`src/rtl/core/tprq_pkg.sv`:
```
// ----------------------------------------------------------------------------
// Task priority ready queue: shared package
// Field widths, command codes and compare modes used across the block.
// ----------------------------------------------------------------------------
`default_nettype none

package tprq_pkg;

  localparam int CMD_W      = 2;
  localparam int ID_W       = 6;
  localparam int PRIO_IN_W  = 8;
  localparam int PRIO_EXT_W = 16;

  typedef enum logic [CMD_W-1:0] {
    CMD_ENQ = 2'd0,
    CMD_DEQ = 2'd1,
    CMD_RMV = 2'd2
  } cmd_t;

  typedef enum logic {
    CMP_PRIO = 1'b0,
    CMP_ID   = 1'b1
  } cmp_mode_t;

endpackage

`default_nettype wire

```
`src/rtl/core/tprq_if.sv`:
```
// ----------------------------------------------------------------------------
// Task priority ready queue: channel interfaces
// Command channel and result channel, each a valid/ready beat with payload.
// ----------------------------------------------------------------------------
`default_nettype none

interface tprq_in_if import tprq_pkg::*; ();
  logic                 valid;
  logic                 ready;
  logic [CMD_W-1:0]     cmd;
  logic [ID_W-1:0]      task_id;
  logic [PRIO_IN_W-1:0] prio;

  modport source (output valid, output cmd, output task_id, output prio, input ready);
  modport sink   (input valid, input cmd, input task_id, input prio, output ready);
endinterface

interface tprq_out_if import tprq_pkg::*; ();
  logic            valid;
  logic            ready;
  logic [ID_W-1:0] out_task;
  logic            hit;
  logic            overflow;
  logic            is_empty;

  modport source (output valid, output out_task, output hit, output overflow,
                  output is_empty, input ready);
  modport sink   (input valid, input out_task, input hit, input overflow,
                  input is_empty, output ready);
endinterface

`default_nettype wire

```
`src/rtl/core/tprq_ram.sv`:
```
// ----------------------------------------------------------------------------
// Task priority ready queue: generic RAM
// One write port, one read port with registered read data.
// ----------------------------------------------------------------------------
`default_nettype none

module tprq_ram #(
  parameter int WIDTH = 14,
  parameter int DEPTH = 64
) (
  input  wire logic                     clk,
  input  wire logic                     we,
  input  wire logic [$clog2(DEPTH)-1:0] waddr,
  input  wire logic [WIDTH-1:0]         wdata,
  input  wire logic [$clog2(DEPTH)-1:0] raddr,
  output logic      [WIDTH-1:0]         rdata
);

  logic [WIDTH-1:0] mem [DEPTH];

  always_ff @(posedge clk) begin
    if (we) begin
      mem[waddr] <= wdata;
    end
    rdata <= mem[raddr];
  end

endmodule

`default_nettype wire

```
`src/rtl/core/tprq_cmp.sv`:
```
// ----------------------------------------------------------------------------
// Task priority ready queue: shared compare unit
// Tests a stored entry against the command key: lower priority or equal id.
// ----------------------------------------------------------------------------
`default_nettype none

module tprq_cmp import tprq_pkg::*; #(
  parameter int PRIO_BITS = 8
) (
  input  wire cmp_mode_t            mode,
  input  wire logic [ID_W-1:0]      ent_id,
  input  wire logic [PRIO_BITS-1:0] ent_prio,
  input  wire logic [ID_W-1:0]      key_id,
  input  wire logic [PRIO_BITS-1:0] key_prio,
  output logic                      flag
);

  always_comb begin
    unique case (mode)
      CMP_PRIO: flag = (ent_prio < key_prio);
      CMP_ID:   flag = (ent_id == key_id);
      default:  flag = 1'b0;
    endcase
  end

endmodule

`default_nettype wire

```
`src/rtl/core/task_priority_ready_queue.sv`:
```
// ----------------------------------------------------------------------------
// Task priority ready queue
// Sorted queue of task ids, highest priority at the head, FIFO among equals.
// ----------------------------------------------------------------------------
//  channel   dir   fields                              beat taken when
//  in_bus    in    cmd, task_id, prio                  valid & ready
//  out_bus   out   out_task, hit, overflow, is_empty   valid & ready
//
//  Entries live in one RAM; a sequencer walks it with one compare unit,
//  and each entry visited is read, then compared or written.
//  Enqueue walks from the tail over the entries of lower priority.
//  Dequeue/remove visits every occupied entry, on a hit or a miss.
//  Not ready while a command is in flight; a finished result sits in the
//  output register and the next command is taken while it waits.
//  Reset clears the state, the occupancy and the output valid only; RAM contents need no clearing.
// ----------------------------------------------------------------------------
`default_nettype none

module task_priority_ready_queue import tprq_pkg::*; #(
  parameter int DEPTH     = 64,
  parameter int PRIO_BITS = 8
) (
  input wire logic  clk,
  input wire logic  rst_n,
  tprq_in_if.sink   in_bus,
  tprq_out_if.source out_bus
);

  localparam int AW = $clog2(DEPTH);
  localparam int CW = $clog2(DEPTH + 1);
  localparam int EW = ID_W + PRIO_BITS;

  typedef enum logic [3:0] {
    ST_IDLE,
    ST_ENQ_RD,
    ST_ENQ_CMP,
    ST_ENQ_PUT,
    ST_SRCH_RD,
    ST_SRCH_CMP,
    ST_SH_RD,
    ST_SH_WR,
    ST_DONE
  } state_t;

  state_t               state_r, state_nxt;
  logic [AW-1:0]        idx_r, idx_nxt;
  logic [CW-1:0]        occ_r, occ_nxt;
  cmd_t                 cmd_r, cmd_nxt;
  logic [ID_W-1:0]      key_id_r, key_id_nxt;
  logic [PRIO_BITS-1:0] key_prio_r, key_prio_nxt;
  logic [ID_W-1:0]      res_task_r, res_task_nxt;
  logic                 res_hit_r, res_hit_nxt;
  logic                 res_ovf_r, res_ovf_nxt;
  logic                 out_valid_r, out_valid_nxt;
  logic [ID_W-1:0]      out_task_r, out_task_nxt;
  logic                 hit_r, hit_nxt;
  logic                 ovf_r, ovf_nxt;
  logic                 empty_r, empty_nxt;

  logic                  in_beat;
  logic [PRIO_EXT_W-1:0] in_prio_ext;
  logic [PRIO_BITS-1:0]  in_prio;
  logic                  ram_we;
  logic [AW-1:0]         ram_waddr;
  logic [EW-1:0]         ram_wdata;
  logic [EW-1:0]         ram_rdata;
  logic [ID_W-1:0]       rd_id;
  logic [PRIO_BITS-1:0]  rd_prio;
  cmp_mode_t             cmp_mode;
  logic                  cmp_flag;
  logic                  idx_last;

  assign in_prio_ext = PRIO_EXT_W'(in_bus.prio);
  assign in_prio     = in_prio_ext[PRIO_BITS-1:0];
  assign in_beat     = in_bus.valid && in_bus.ready;
  assign rd_id       = ram_rdata[EW-1:PRIO_BITS];
  assign rd_prio     = ram_rdata[PRIO_BITS-1:0];
  assign idx_last    = ((CW'(idx_r) + CW'(1)) == occ_r);
  assign cmp_mode    = (state_r == ST_ENQ_CMP) ? CMP_PRIO : CMP_ID;

  tprq_ram #(
    .WIDTH (EW),
    .DEPTH (DEPTH)
  ) u_ram (
    .clk   (clk),
    .we    (ram_we),
    .waddr (ram_waddr),
    .wdata (ram_wdata),
    .raddr (idx_r),
    .rdata (ram_rdata)
  );

  tprq_cmp #(
    .PRIO_BITS (PRIO_BITS)
  ) u_cmp (
    .mode     (cmp_mode),
    .ent_id   (rd_id),
    .ent_prio (rd_prio),
    .key_id   (key_id_r),
    .key_prio (key_prio_r),
    .flag     (cmp_flag)
  );

  always_comb begin
    state_nxt     = state_r;
    idx_nxt       = idx_r;
    occ_nxt       = occ_r;
    cmd_nxt       = cmd_r;
    key_id_nxt    = key_id_r;
    key_prio_nxt  = key_prio_r;
    res_task_nxt  = res_task_r;
    res_hit_nxt   = res_hit_r;
    res_ovf_nxt   = res_ovf_r;
    out_valid_nxt = out_valid_r && !out_bus.ready;
    out_task_nxt  = out_task_r;
    hit_nxt       = hit_r;
    ovf_nxt       = ovf_r;
    empty_nxt     = empty_r;
    ram_we        = 1'b0;
    ram_waddr     = idx_r;
    ram_wdata     = {key_id_r, key_prio_r};

    unique case (state_r)
      ST_IDLE: begin
        if (in_beat) begin
          cmd_nxt      = cmd_t'(in_bus.cmd);
          key_id_nxt   = in_bus.task_id;
          key_prio_nxt = in_prio;
          res_task_nxt = '0;
          res_hit_nxt  = 1'b0;
          res_ovf_nxt  = 1'b0;
          idx_nxt      = '0;
          state_nxt    = ST_DONE;
          case (in_bus.cmd) inside
            CMD_ENQ: begin
              if (occ_r == CW'(DEPTH)) begin
                res_ovf_nxt = 1'b1;
              end else if (occ_r == '0) begin
                // empty queue: drop straight into the head slot
                ram_we    = 1'b1;
                ram_waddr = '0;
                ram_wdata = {in_bus.task_id, in_prio};
                occ_nxt   = occ_r + CW'(1);
              end else begin
                idx_nxt   = AW'(occ_r - CW'(1));
                state_nxt = ST_ENQ_RD;
              end
            end
            CMD_DEQ, CMD_RMV: begin
              if (occ_r != '0) begin
                state_nxt = ST_SRCH_RD;
              end
            end
            default: ;
          endcase
        end
      end
      ST_ENQ_RD: state_nxt = ST_ENQ_CMP;
      ST_ENQ_CMP: begin
        ram_we    = 1'b1;
        ram_waddr = idx_r + AW'(1);
        if (cmp_flag) begin
          // entry ranks below the new one: push it back one slot
          ram_wdata = ram_rdata;
          if (idx_r == '0) begin
            state_nxt = ST_ENQ_PUT;
          end else begin
            idx_nxt   = idx_r - AW'(1);
            state_nxt = ST_ENQ_RD;
          end
        end else begin
          occ_nxt   = occ_r + CW'(1);
          state_nxt = ST_DONE;
        end
      end
      ST_ENQ_PUT: begin
        ram_we    = 1'b1;
        ram_waddr = idx_r;
        occ_nxt   = occ_r + CW'(1);
        state_nxt = ST_DONE;
      end
      ST_SRCH_RD: state_nxt = ST_SRCH_CMP;
      ST_SRCH_CMP: begin
        if ((cmd_r == CMD_DEQ) || cmp_flag) begin
          res_hit_nxt = 1'b1;
          if (cmd_r == CMD_DEQ) begin
            res_task_nxt = rd_id;
          end
          if (idx_last) begin
            occ_nxt   = occ_r - CW'(1);
            state_nxt = ST_DONE;
          end else begin
            idx_nxt   = idx_r + AW'(1);
            state_nxt = ST_SH_RD;
          end
        end else if (idx_last) begin
          state_nxt = ST_DONE;
        end else begin
          idx_nxt   = idx_r + AW'(1);
          state_nxt = ST_SRCH_RD;
        end
      end
      ST_SH_RD: state_nxt = ST_SH_WR;
      ST_SH_WR: begin
        // close the gap: move the entry one slot toward the head
        ram_we    = 1'b1;
        ram_waddr = idx_r - AW'(1);
        ram_wdata = ram_rdata;
        if (idx_last) begin
          occ_nxt   = occ_r - CW'(1);
          state_nxt = ST_DONE;
        end else begin
          idx_nxt   = idx_r + AW'(1);
          state_nxt = ST_SH_RD;
        end
      end
      ST_DONE: begin
        if (!out_valid_r || out_bus.ready) begin
          out_valid_nxt = 1'b1;
          out_task_nxt  = res_task_r;
          hit_nxt       = res_hit_r;
          ovf_nxt       = res_ovf_r;
          empty_nxt     = (occ_r == '0);
          state_nxt     = ST_IDLE;
        end
      end
      default: state_nxt = ST_IDLE;
    endcase
  end

  always_ff @(posedge clk) begin
    if (!rst_n) begin
      state_r     <= ST_IDLE;
      occ_r       <= '0;
      out_valid_r <= 1'b0;
    end else begin
      state_r     <= state_nxt;
      occ_r       <= occ_nxt;
      out_valid_r <= out_valid_nxt;
    end
    idx_r      <= idx_nxt;
    cmd_r      <= cmd_nxt;
    key_id_r   <= key_id_nxt;
    key_prio_r <= key_prio_nxt;
    res_task_r <= res_task_nxt;
    res_hit_r  <= res_hit_nxt;
    res_ovf_r  <= res_ovf_nxt;
    out_task_r <= out_task_nxt;
    hit_r      <= hit_nxt;
    ovf_r      <= ovf_nxt;
    empty_r    <= empty_nxt;
  end

  assign in_bus.ready      = (state_r == ST_IDLE);
  assign out_bus.valid     = out_valid_r;
  assign out_bus.out_task  = out_task_r;
  assign out_bus.hit       = hit_r;
  assign out_bus.overflow  = ovf_r;
  assign out_bus.is_empty  = empty_r;

`ifndef NO_ASSERTIONS
  a_occ_bound: assert property (@(posedge clk) disable iff (!rst_n)
    occ_r <= CW'(DEPTH))
    else $error("occupancy above depth");

  a_occ_step: assert property (@(posedge clk) disable iff (!rst_n)
    1'b1 |=> (occ_r == $past(occ_r)) || (occ_r == $past(occ_r) + CW'(1)) ||
             (occ_r == $past(occ_r) - CW'(1)))
    else $error("occupancy moved by more than one");

  a_ovf_no_hit: assert property (@(posedge clk) disable iff (!rst_n)
    out_valid_r |-> !(ovf_r && hit_r))
    else $error("result flags both overflow and hit");

  a_full_empty: assert property (@(posedge clk) disable iff (!rst_n)
    (out_valid_r && ovf_r) |-> !empty_r)
    else $error("overflow reported on an empty queue");
`endif

endmodule

`default_nettype wire

```
`src/flat_wrapper.sv`:
```
// flat-port wrapper written by rule: the top's interface ports become plain ports
module task_priority_ready_queue_flat import tprq_pkg::*;
#(
  parameter int DEPTH     = 64,
  parameter int PRIO_BITS = 8
)
  (clk, rst_n, in_bus_valid, in_bus_cmd, in_bus_task_id, in_bus_prio, in_bus_ready, out_bus_valid, out_bus_out_task, out_bus_hit, out_bus_overflow, out_bus_is_empty, out_bus_ready);
  tprq_in_if in_bus_i ();
  tprq_out_if out_bus_i ();
  input wire logic clk;
  input wire logic rst_n;
  input wire logic [$bits(in_bus_i.valid)-1:0] in_bus_valid;
  input wire logic [$bits(in_bus_i.cmd)-1:0] in_bus_cmd;
  input wire logic [$bits(in_bus_i.task_id)-1:0] in_bus_task_id;
  input wire logic [$bits(in_bus_i.prio)-1:0] in_bus_prio;
  output wire logic [$bits(in_bus_i.ready)-1:0] in_bus_ready;
  output wire logic [$bits(out_bus_i.valid)-1:0] out_bus_valid;
  output wire logic [$bits(out_bus_i.out_task)-1:0] out_bus_out_task;
  output wire logic [$bits(out_bus_i.hit)-1:0] out_bus_hit;
  output wire logic [$bits(out_bus_i.overflow)-1:0] out_bus_overflow;
  output wire logic [$bits(out_bus_i.is_empty)-1:0] out_bus_is_empty;
  input wire logic [$bits(out_bus_i.ready)-1:0] out_bus_ready;
  assign in_bus_i.valid = in_bus_valid;
  assign in_bus_i.cmd = in_bus_cmd;
  assign in_bus_i.task_id = in_bus_task_id;
  assign in_bus_i.prio = in_bus_prio;
  assign in_bus_ready = in_bus_i.ready;
  assign out_bus_valid = out_bus_i.valid;
  assign out_bus_out_task = out_bus_i.out_task;
  assign out_bus_hit = out_bus_i.hit;
  assign out_bus_overflow = out_bus_i.overflow;
  assign out_bus_is_empty = out_bus_i.is_empty;
  assign out_bus_i.ready = out_bus_ready;
  task_priority_ready_queue #(.DEPTH(DEPTH), .PRIO_BITS(PRIO_BITS)) u_core (.clk(clk), .rst_n(rst_n), .in_bus(in_bus_i), .out_bus(out_bus_i));
endmodule
```
`config.mk`:
```
export PLATFORM = sky130hd
export DESIGN_NAME = task_priority_ready_queue_flat
export DESIGN_NICKNAME = d
export VERILOG_FILES = /design/src/rtl/core/tprq_pkg.sv /design/src/rtl/core/tprq_if.sv /design/src/rtl/core/tprq_ram.sv /design/src/rtl/core/tprq_cmp.sv /design/src/rtl/core/task_priority_ready_queue.sv /design/src/flat_wrapper.sv
export SDC_FILE = /design/constraint.sdc
export NUM_CORES = 1
export LEC_CHECK = 0
export BUFFER_PORTS_ARGS = -buffer_cell sky130_fd_sc_hd__clkbuf_2
export CAP_MARGIN = 20
export CORE_UTILIZATION = 25
export CTS_CLUSTER_SIZE = 12
export DETAILED_ROUTE_END_ITERATION = 16
export MAX_ROUTING_LAYER = met4
export PLACE_DENSITY = 0.42
export SETUP_SLACK_MARGIN = 0.5
export SLEW_MARGIN = 20
export SYNTH_ARGS = -nofsm -noshare
export SYNTH_HDL_FRONTEND = slang
export SYNTH_SLANG_ARGS = --single-unit
```
`constraint.sdc`:
```
create_clock -name clk -period 6.48 [get_ports clk]
set_input_delay 1.944 -clock clk [delete_from_list [all_inputs] [get_ports clk]]
set_output_delay 1.944 -clock clk [all_outputs]
set_load 0.02 [all_outputs]
```
==> results of run 1 <==
-- kinds of logic after synthesis --
family	after synthesis	share of synthesized area [%]
fa+ha+maj	13	0.4246
flops	961	74.65
xor+xnor	18	0.4115
mux	310	17.66
simple gates	222	2.985
compound gates	131	2.577
buf+inv	123	1.290
-- final cells by class --
type / instances / share of cell area [%]
multi-input cells: 694 / 21.11
flip-flops and latches: 961 / 63.55
diodes: 3 / 0.01668
clock buffers: 129 / 6.228
inverters: 23 / 0.1918
clock inverters: 64 / 0.9314
well taps: 2030 / 5.644
repair buffers: 148 / 2.330
-- metrics by stage --
stage	hold slack [ps]	setup WS [ps]	cells
2_1_floorplan	400.3	1187	1778
3_3_place_gp	401.7	1110	3856
3_5_place_dp	406.1	1062	3856
4_1_cts	418.1	1733	4049
5_1_grt	424.5	1541	4051
6_report	418.5	1659	4052
-- worst min-delay path by stage --
stage	startpoint	end	slack [ps]
global route	u_core.res_task_r[0]	u_core.out_bus.out_task[0]	420
finish	u_core.res_task_r[5]	u_core.out_bus.out_task[5]	420
detailed placement	u_core.res_task_r[0]	u_core.out_bus.out_task[0]	410
global placement	u_core.res_task_r[5]	u_core.out_bus.out_task[5]	400
CTS	u_core.res_task_r[0]	u_core.out_bus.out_task[0]	420
floorplan	u_core.res_hit_r	u_core.out_bus.hit	400
-- sequential cells by signal (all words and copies together), names as in the netlist --
register                 flops
u_core.idx_r                 6
u_core.cmd_r                 2
u_core.occ_r                 7
u_core.out_bus.overflow      1
u_core.res_ovf_r             1
u_core.key_id_r              6
u_core.res_hit_r             1
u_core.res_task_r            6
u_core.u_ram.rdata          14
u_core.out_bus.hit           1
u_core.out_bus.is_empty      1
u_core.state_r               4
u_core.out_bus.out_task      6
u_core.key_prio_r            8
u_core.out_bus.valid         1
u_core.u_ram.mem           896
-- power groups by stage --
stage | logic (uW) | clock network [uW] | registers (uW)
4_1_cts | 2170 | 5750 | 7260
5_1_grt | 2230 | 5970 | 7270
3_5_place_dp | 2160 | 0 | 7390
3_3_place_gp | 2140 | 0 | 7390
2_1_floorplan | 1190 | 0 | 7400
6_report | 2090 | 5590 | 7260
-- placed cells by master, fill, tap and decap left out, types with 12 or more instances in the layout --
| cell | instances |
|---|---|
| edfxtp_1 | 935 |
| mux4_2 | 292 |
| buf_4 | 117 |
| clkbuf_16 | 109 |
| nor2_1 | 59 |
| nand2_1 | 47 |
| clkbuf_2 | 30 |
| dfxtp_1 | 26 |
| clkinv_2 | 25 |
| clkinv_1 | 24 |
| inv_1 | 23 |
| nor3_2 | 22 |
| clkbuf_1 | 20 |
| a21oi_1 | 19 |
| a222oi_1 | 16 |
| nand3_1 | 15 |
| xnor2_1 | 14 |
| o21ai_4 | 14 |
| and2_1 | 13 |
| ha_1 | 13 |
| o21ai_0 | 12 |
-- metal layers --
metal | part of all wire (%) | routed length (um)
met5 | 0 | 0
met3 | 5.7 | 6013
met4 | 2.4 | 2535
met2 | 48 | 50840
met1 | 44 | 46580
-- worst register-to-register path, stage by stage (launching register included) --
cell and delay [ps]:
dfxtp_1 790, and4b_1 960, a221oi_1 240, a31oi_1 290, nor2b_1 470, nand3_1 840, nor2_1 500, buf_4 290
==> reports/summary.txt, run 1 <==
Outcome -> finished clean
Worst EP arrival -> 5200 ps
H-tree Lvls -> 3
Drt wl/cell -> 26.15 um
Clock sink total -> 961
Critical Path RT -> 6860 ps
Most common cell in the netlist -> edfxtp_1
Mapped Nets -> 1811
Final hold violation count -> 0
Antenna-violating nets left -> 0
Cell taking the most area after synthesis -> edfxtp_1
GPL Wtd Cong -> 0.7942
Synth cell count leaders -> 935 x edfxtp_1, 292 x mux4_2, 59 x nor2_1, 52 x clkbuf_1, 47 x nand2_1
Final Util -> 29.59%
Post-CTS sizing -> 0
R2R depth -> 7
Worst reg2reg startpoint -> u_core.state_r[0]
Worst setup path end -> u_core.u_ram.mem[31][2]
CORE AREA -> 152100 um2
Fmax -> 207.4 MHz
Clock slew at reported path FFs -> 60 ps
Synth-to-layout area growth -> 17.47%
Clk pwr share -> 37.4%
Part of the cycle the worst path needs -> 74.40%
Maximum vdd drop -> 0.0001839 V
Seq pwr share -> 48.6%
Vias per inst -> 4.589
Layout Nets -> 1969
GR met2 Demand/Resource -> 21.87%
Worst-Skew Late Latency -> 700 ps
Mapped Cells -> 1778
Worst-margin pin slew -> 1040 ps
CP max stage delay -> 840 ps
Hold WC Path Type -> register to register
R2R Path End -> u_core.u_ram.mem[31][2]
Net Sw Frac -> 26.38%
CTS hold repair buffers -> 0
CP Class -> primary input to register
WHS Path Cells -> 0
Yosys warns -> 0
Internal -> 11010 uW
Clk buf depth -> 3
Most common flop cell mapped by yosys -> edfxtp_1
FF/Latch Area -> 28600 um2
Synth top area share -> 73.29%
GR peak layer -> met2
GRT Total Usage -> 13.97%
Die height -> 393.5 um
Port bufs -> 30
Share of cells above drive strength 1 -> 32.49%
Setup TNS -> 0 ps
IO Pins -> 31
Total power -> 14950 uW
CTS tree -> built
Ranking of synthesized cells by area -> edfxtp_1 73%, mux4_2 17%, dfxtp_1 1.4%
Post-CTS Repair Setup Buffers -> 0
Max-cap viol count -> 0
Row cnt -> 143
# DRC -> 0
Number of CTS-inserted buffers -> 108
Worst setup SP type -> primary input
Met3 Use GR -> 2.860%
Post-synthesis sequential area ratio -> 74.65%
Die span in x -> 393.5 um
Global Route met1 Usage -> 18.39%
Crit. End Element -> register
Initial antenna violation count -> 13
Async set-or-reset flop fraction in the synthesized netlist -> 0%
CP bufs+invs -> 3
Avg Cell Area, Syn -> 21.55 um2
Sw Pwr -> 3945 uW
Worst rel slew slack -> 30.66%
DP HPWL -> 63990 um
CP max stage cell -> nand3_1
CP cell instances -> clkbuf_2, inv_1, ha_1, nand4bb_1, o21ai_2, a31oi_1, nor2b_1, nand3_1, nor2_1, buf_4
Initial core utilization -> 25.19%
Post-Syn Area -> 38310 um2
Drt total wl -> 106000 um
Setup crit start -> in_bus_cmd[0]
Synth Register Bits -> 961
Largest net degree at the start of global routing -> 131
Post-synth EDFFs -> 935
Setup-failing EPs final -> 0
Max FO, Critical Path -> 12
Global-route wire length before repair -> 150100 um
Synth unique cells -> 75
Pleak -> 0.01376 uW
Tmin final -> 4821 ps
Clock root buffer -> clkbuf_16
Power share of the combinational group -> 14.0%
Final Max Slew Viols -> 0
Number of global-route vias before repair -> 19220
Total gr overflow -> 0
Critical path's top delay family -> simple AND/OR/NAND/NOR gates
Vias -> 18590
Skew final -> 33.37 ps
Crit path depth -> 10
TritonRoute pass-1 iters -> 5
Final Cell Area -> 45000 um2
R2R setup slack -> 1790 ps
Placed cell areas -> 41770 um2
PD cells -> 332.3 nW/um2
Fill cells -> 14830
Die area -> 154800 um2
DRT iter0 DRCs -> 1877
RSZ-0062 raised after global routing -> false
Area of the multi-input gates -> 9500 um2
Note: power is estimated with default switching activity, not from simulation.
==> inputs of run 2 (changes only) <==
- PLACE_DENSITY: 0.42 -> 0.44
- clock period: 6.48 -> 4.4 ns (I/O delays scaled with it)
==> reports/summary.txt, run 2 (synthesis gave the netlist of run 1 again) <==
Outcome -> finished clean
Worst setup SP type -> register
Setup-failing EPs final -> 0 (unchanged)
Regs by FF count -> u_core.u_ram.mem x896, u_core.u_ram.rdata x14, u_core.key_prio_r x8
Total gr overflow -> 0 (unchanged)
CP max stage delay -> 530 ps (-310 ps)
Final Max Slew Viols -> 0 (unchanged)
Drt total wl -> 101700 um (-4.1%)
PD cells -> 482.4 nW/um2 (+45%)
Most used cell, CP -> buf_4
Pleak -> 0.01394 uW (+1.4%)
Crit. End Element -> register
DP HPWL -> 60580 um (-5.3%)
Critical path's top delay family -> compound AO/OA/AOI/OAI gates
Post-CTS Repair Setup Buffers -> 0 (unchanged)
Clock root buffer -> clkbuf_16
Port bufs -> 30 (unchanged)
Number of CTS-inserted buffers -> 104 (-3.7%)
Placed cell areas -> 42240 um2 (+1.1%)
Final hold violation count -> 0 (unchanged)
Tmin final -> 3707 ps
Vias -> 18630 (+0.17%)
RSZ-0062 raised after global routing -> false
Clk buf depth -> 3 (unchanged)
Layout Nets -> 1979 (+0.51%)
Antenna-violating nets left -> 0 (unchanged)
Initial antenna violation count -> 3 (-10)
Clock slew at reported path FFs -> 60 ps (about the same)
Critical Path RT -> 4800 ps (-2060 ps)
Worst-margin pin slew -> 1171 ps (+130.5 ps)
CTS hold repair buffers -> 0 (unchanged)
Die span in x -> 393.5 um (unchanged)
Total power -> 21930 uW (+47%)
Number of global-route vias before repair -> 19590 (+1.9%)
Fmax -> 269.8 MHz
Largest register by flop count -> u_core.u_ram.mem
Initial core utilization -> 25.19% (unchanged)
# DRC -> 0 (unchanged)
Max reg flops -> 896 (unchanged)
TritonRoute pass-1 iters -> 8 (+3)
FF/Latch Area -> 28600 um2 (unchanged)
CP Class -> register to register
Worst rel slew slack -> 21.96% (-8.7 points)
Synth-to-layout area growth -> 18.68%
Clock sink total -> 961 (unchanged)
Share of cells above drive strength 1 -> 32.66% (+0.17 points)
Fill cells -> 14780 (-0.34%)
CTS tree -> built
DRT iter0 DRCs -> 1552 (-17%)
Setup TNS -> 0 ps (unchanged)
CP max stage cell -> a222oi_1
Vias per inst -> 4.586 (about the same)
Die area -> 154800 um2 (unchanged)
GRT Total Usage -> 13.46% (-0.51 points)
Pre-CTS setup slack -> 81.55 ps (-980.2 ps)
Max FO, Critical Path -> 8 (-4)
IO Pins -> 31 (unchanged)
Area of the multi-input gates -> 9550 um2 (+0.53%)
Global-route wire length before repair -> 146700 um (-2.2%)
Commonest non-fill, non-tap cell in the layout -> edfxtp_1
CORE AREA -> 152100 um2 (unchanged)
Fin worst setup slack -> 693.2 ps (-965.8 ps)
Drt wl/cell -> 25.03 um (-4.3%)
Die height -> 393.5 um (unchanged)
Max-cap viol count -> 0 (unchanged)
GPL Wtd Cong -> 0.7756 (-2.3%)
Part of the cycle the worst path needs -> 84.25%
Largest net degree at the start of global routing -> 135 (+3.1%)
H-tree Lvls -> 3 (unchanged)
Skew final -> 41.69 ps (+8.315 ps)
Worst EP arrival -> 4110 ps (-1090 ps)
Commonest non-fill, non-tap cells in the layout -> 935 x edfxtp_1, 292 x mux4_2, 105 x clkbuf_16, 104 x buf_4, 59 x nor2_1
Maximum vdd drop -> 0.0002714 V (+48%)
Worst-Skew Late Latency -> 720 ps (+20 ps)
CP bufs+invs -> 3 (unchanged)
Row cnt -> 143 (unchanged)
CP cell instances -> inv_1, ha_1, nor3b_4, o221a_2, o211ai_1, a222oi_1, buf_4, nand2_1, nor2_1, buf_4
Final Cell Area -> 45460 um2 (+1.0%)
Hold WC Path Type -> register to register
-- run 2: per-layer routing --
layer / vias up / wire length [um] / global-route usage [%]
met5: - / 0 / -
met4: 0 / 2106 / 3.940
met3: 128 / 4432 / 1.659
met2: 482 / 49960 / 21.60
met1: 10110 / 45170 / 17.89
li1: 7906 / - / -
-- run 2: final timing paths --
| path | depth (start not counted) | end | start | slack [ps] |
|---|---|---|---|---|
| max | 10 | u_core.u_ram.mem[4][2] | u_core.idx_r[1] | 690 |
| min | 0 | u_core.out_bus.out_task[0] | u_core.res_task_r[0] | 420 |
| max reg2reg | 10 | u_core.u_ram.mem[4][2] | u_core.idx_r[1] | 690 |
| min reg2reg | 0 | u_core.out_bus.out_task[0] | u_core.res_task_r[0] | 420 |
-- run 2: metrics by stage --
| stage | hold slack, ps | utilization [%] | instances |
|---|---|---|---|
| floorplan | 400.3 | - | 1778 |
| global placement | 404.0 | 27.77 | 3870 |
| detailed placement | 408.1 | 27.77 | 3870 |
| CTS | 422.9 | 29.88 | 4057 |
| global route | 429.7 | 29.89 | 4057 |
| finish | 422.3 | 29.89 | 4061 |
-- run 2: where the power goes --
group / internal [uW] / switching (uW)
clock network: 4610 / 3630
registers: 10600 / 133
logic: 1120 / 1890
-- run 2: layout make-up --
class                   count  area share, %
flip-flops and latches    961          62.90
multi-input cells         694          21.01
clock buffers             127          5.961
well taps                2030          5.587
repair buffers            162          3.280
clock inverters            60          1.054
inverters                  23         0.1899
diodes                      4        0.02202
-- run 2: repair_timing --
item	in CTS	in global routing
gates resized for setup	2	2
endpoints found under the setup margin	223	20
pin swaps	0	0
